`src/rtl/core/sorted_table_rank_select_unit_macros.svh`:
```
// Assertion macros for the sorted table unit.
`ifndef SORTED_TABLE_RANK_SELECT_UNIT_MACROS_SVH
`define SORTED_TABLE_RANK_SELECT_UNIT_MACROS_SVH
`ifndef SYNTHESIS
`define STS_ASSERT_IMP(lbl, ante, cons) \
	lbl: assert property (@(posedge clk) disable iff (!arst_n) (ante) |-> (cons)) \
		else $error("sorted table assertion failed");
`define STS_ASSERT_NXT(lbl, ante, cons) \
	lbl: assert property (@(posedge clk) disable iff (!arst_n) (ante) |=> (cons)) \
		else $error("sorted table assertion failed");
`else
`define STS_ASSERT_IMP(lbl, ante, cons)
`define STS_ASSERT_NXT(lbl, ante, cons)
`endif
`endif

```
`src/rtl/core/sts_pkg.sv`:
```
`default_nettype none
package sts_pkg;

	localparam int unsigned OPND_W   = 31;
	localparam int unsigned STATUS_W = 2;
	localparam int unsigned ECNT_W   = 9;

	typedef enum logic [1:0] {
		CMD_INSERT = 2'd0,
		CMD_REMOVE = 2'd1,
		CMD_RANK   = 2'd2,
		CMD_SELECT = 2'd3
	} cmd_t;

	typedef enum logic [STATUS_W-1:0] {
		ST_DONE      = 2'd0,
		ST_NOT_FOUND = 2'd1,
		ST_FULL      = 2'd2
	} status_t;

	typedef enum logic {
		FSM_IDLE = 1'b0,
		FSM_EXEC = 1'b1
	} fsm_t;

	typedef struct packed {
		logic capture;
		logic ins;
		logic rem;
	} cell_ctl_t;

endpackage
`default_nettype wire

```
`src/rtl/core/sts_cell.sv`:
```
`default_nettype none
module sts_cell #(
	parameter int unsigned INDEX = 0,
	parameter int unsigned CNT_W = 9
) (
	input  wire logic                          clk,
	input  wire sts_pkg::cell_ctl_t            ctl,
	input  wire logic [sts_pkg::OPND_W-1:0]    key,
	input  wire logic [sts_pkg::OPND_W-1:0]    ins_value,
	input  wire logic [CNT_W-1:0]              count,
	input  wire logic                          left_le,
	input  wire logic [sts_pkg::OPND_W-1:0]    left_entry,
	input  wire logic [sts_pkg::OPND_W-1:0]    right_entry,
	output logic      [sts_pkg::OPND_W-1:0]    entry_q,
	output logic                               lt_q,
	output logic                               le_q,
	output logic                               eq_q
);

	logic occ;

	assign occ = CNT_W'(INDEX) < count;

	always_ff @(posedge clk) begin
		if (ctl.capture) begin
			lt_q <= occ && (entry_q < key);
			le_q <= occ && (entry_q <= key);
			eq_q <= occ && (entry_q == key);
		end
	end

	// shift right on insert, left on remove, beyond the boundary only
	always_ff @(posedge clk) begin
		if (ctl.ins && !le_q) begin
			entry_q <= left_le ? ins_value : left_entry;
		end else if (ctl.rem && !lt_q) begin
			entry_q <= right_entry;
		end
	end

endmodule
`default_nettype wire

```
`config.mk`:
```
export PLATFORM = sky130hd
export DESIGN_NAME = sts_cell
export DESIGN_NICKNAME = d
export VERILOG_FILES = /design/src/rtl/core/sorted_table_rank_select_unit_macros.svh /design/src/rtl/core/sts_pkg.sv /design/src/rtl/core/sts_cell.sv
export SDC_FILE = /design/constraint.sdc
export NUM_CORES = 1
export LEC_CHECK = 0
export BUFFER_PORTS_ARGS = -buffer_cell sky130_fd_sc_hd__buf_4
export CAP_MARGIN = 10
export CORE_ASPECT_RATIO = 1.1
export CORE_UTILIZATION = 30
export CTS_CLUSTER_DIAMETER = 80
export DETAILED_ROUTE_END_ITERATION = 12
export PLACE_DENSITY_LB_ADDON = 0.15
export SLEW_MARGIN = 15
export SYNTH_ARGS = -nofsm -noshare
export SYNTH_HDL_FRONTEND = slang
export SYNTH_SLANG_ARGS = --single-unit
```
`constraint.sdc`:
```
create_clock -name clk -period 3.2 [get_ports clk]
set_input_delay 0 -clock clk [delete_from_list [all_inputs] [get_ports clk]]
set_output_delay 0 -clock clk [all_outputs]
set_load 0.02 [all_outputs]
```
==> flow_metrics.py <==
metrics = {
    "grt": {
        "antenna_found_initial": 0,
        "grt_max_degree": 33,
        "grt_pass1_vias": 2650,
        "grt_overflow_total": 0,
        "grt.total_usage": 0.173,
        "grt_pass1_wl_um": 11700,
    },
    "die": {
        "die_area_sq_mm": 0.00873,
        "placement_rows": 34,
        "start_util": 0.314,
        "core_area_sq_mm": 0.00800,
        "ios": 172,
        "die_w_um": 89.2,
        "chipHeight_um": 97.9,
    },
    "logic_synthesis": {
        "synth_top_cell_area_share": 0.407,
        "yosysTopAreaCell": "edfxtp_1",
        "synth_common_cells": "37 x o21ai_0, 36 x nand2_1, 34 x edfxtp_1, 34 x inv_1",
        "netlist-cell-type-count": 29,
        "synth_nets": 429,
        "ys_seq_area_frac": 0.407,
        "syn_inst": 260,
        "avgSynthCellArea_sq_um": 9.64,
        "syn_area_sq_mm": 0.00251,
        "ys_seq_elements": 34,
        "ys_warn_count": 0,
        "ys.flop_type": "edfxtp_1",
        "synth_edf_count": 34,
        "synth_area_leaders": "edfxtp_1 41%, ha_1 15%, mux2i_1 12%, o21ai_0 7.4%, nand2_1 5.4%",
        "yosysMostFrequentCell": "o21ai_0",
        "async_flop_share": 0,
    },
    "sta": {
        "slew_headroom": 0.302,
        "finalCritPeriodShare": 0.636,
        "slew_viol_final": 0,
        "fin_crit_ns": 2.03,
        "finalSetupTns_ns": 0,
        "rsz0062_at_grt": "no",
        "setup_violations": 0,
        "hold_viol": 1,
        "fmax_mhz": 491,
        "fin_worst_skew_ns": 0.00446,
        "fin_ws_ns": 1.17,
        "worst-slew-pin-transition_ns": 1.04,
        "holdWs_ns": -0.00254,
    },
    "pwr": {
        "leakagePower_nw": 2.13,
        "ir_worst_vdd_mv": 0.157,
        "power_density_mw_per_mm2": 341,
        "fin_total_pwr_w": 0.00142,
    },
    "cts": {
        "cts.path.max_buffers": 2,
        "cts_tree": "yes",
        "post-cts-setup-buffers": 0,
        "cts_root_buf": "clkbuf_8",
        "path_clk_slew_ns": 0.07,
        "numClockSinks": 34,
        "htree_levels": 2,
        "cts_buffers": 5,
        "clkLatencyLatePin_ns": 0.28,
    },
    "detailed_routing": {
        "firstDrtPassIters": 6,
        "via_per_inst": 4.56,
        "drc": 0,
        "vias": 2537,
        "ant_nets": 0,
        "dr.first_iter.drc_count": 102,
        "wirelength_um": 7370,
        "wl_per_cell_um": 13.3,
    },
    "placed_design": {
        "dp_slack_ns": 1.18,
        "gp_congestion": 0.757,
        "dp_hpwl_um": 5820,
        "place_area_sq_mm": 0.00390,
        "io_buffers": 171,
    },
    "final_layout": {
        "nNetsFinal": 616,
        "syn_to_final_growth_pct": 66.5,
        "drive_above_1_share": 0.406,
        "n_antenna_cell": 0,
        "fin_area_sq_mm": 0.00417,
        "final_util": 0.522,
    },
    "worst_setup_path": {
        "end_kind": "register",
        "cpLargestDelayFamily": "simple AND/OR/NAND/NOR gates",
        "max_stage_delay_ns": 0.48,
        "worstPathArrival_ns": 2.07,
        "start_kind": "register",
        "critPathRequiredTime_ns": 3.24,
        "critPathBufInv": 0,
        "crit_fanout": 4,
        "path_class": "register to register",
        "crit_chain": "ha_1, nand4_1, nor4_1, a21boi_0, o21ai_1",
        "crit_slowest_cell": "nor4_1",
    },
    "status": {
        "violations": "negative hold slack",
        "status": "complete, but fails checks",
    },
    "worst_hold_path": {
        "hold_path_class": "input port to register",
    },
    "flow_run": {
        "cap_violations": 0,
    },
}
[power breakdown]
group	total, W	switching (W)	internal, W
clock network	0.000310	0.000161	0.000150
logic	0.000523	0.000251	0.000272
registers	0.000592	0.0000296	0.000562
total	0.00142	0.000441	0.000983
[layout by cell type, fill, tap and decap left out, drive strengths merged, types with 2 or more instances in the layout]
cell	synthesis	routed
a211oi	2	2
a21oi	11	11
buf	3	172
clkbuf	8	6
clkinv	0	2
dlygate4sd3	0	19
edfxtp	34	34
ha	31	31
inv	34	34
mux2i	31	31
nand2	36	36
nand3	4	4
nand4	7	7
nor2	5	5
nor4	3	3
o21ai	38	38
or4	2	2
[worst reg2reg max path, cell delays in order (launching register included)]
cell and delay (ns):
edfxtp_1 0.42, ha_1 0.33, nand4_1 0.18, nor4_1 0.48
a21boi_0 0.30, o21ai_1 0.09
[per-layer routing]
layer | vias to the layer above | part of all wire | wire length, um | GRT usage
li1 | 1309 | - | - | -
met1 | 1117 | 0.41 | 3010 | 0.194
met2 | 105 | 0.51 | 3780 | 0.324
met3 | 6 | 0.071 | 520 | 0.0389
met4 | 0 | 0.0079 | 58 | 0.0403
met5 | - | 0 | 0 | 0
[path summary, 6_finish.rpt]
check / from / to / slack, ns / cells after the start
worst max-delay path: entry_q[28]$_DFFE_PP_ / le_q$_DFFE_PP_ / 1.17 / 5
worst min-delay path: right_entry[23] / entry_q[23]$_DFFE_PP_ / -0.003 / 3
worst max register to register: entry_q[28]$_DFFE_PP_ / le_q$_DFFE_PP_ / 1.17 / 5
worst min register to register: entry_q[30]$_DFFE_PP_ / lt_q$_DFFE_PP_ / 0.89 / 4
[registers in the layout, indices dropped and copies added (netlist names)]
signal / flops
entry_q: 31
eq_q: 1
le_q: 1
lt_q: 1
[timing repair]
item | CTS | global route
hold buffers | 19 | 0
hold endpoints to repair | 21 | 0
gates resized for setup | 0 | 0
endpoints found under the setup margin | 0 | 0
[through the flow]
| step | instances | hold slack, ns |
|---|---|---|
| 2_1_floorplan | 260 | 0.112 |
| 3_3_place_gp | 529 | 0.224 |
| 3_5_place_dp | 529 | 0.227 |
| 4_1_cts | 556 | 0.000562 |
| 5_1_grt | 556 | 0.00960 |
| 6_report | 556 | -0.00254 |
[cell type report]
cell class                 count  area, sq um
timing repair buffer         191         1480
clock buffer                   6         72.6
clock inverter                 2         8.76
multi-input combinational    181         1330
tap                          108          135
fill                         779         3820
inverter                      34          128
sequential                    34         1020
[cells by family (layout without fill, tap and decap cells)]
group	after synthesis	count (layout)	synth area share
AND/OR/NAND/NOR	62	62	0.122
buffers and inverters	45	233	0.0689
AO/OA/AOI/OAI	57	57	0.124
flip-flops	34	34	0.407
multiplexers	31	31	0.124
adder cells (fa/ha/maj)	31	31	0.155
Power figures use the tool's default switching activity.
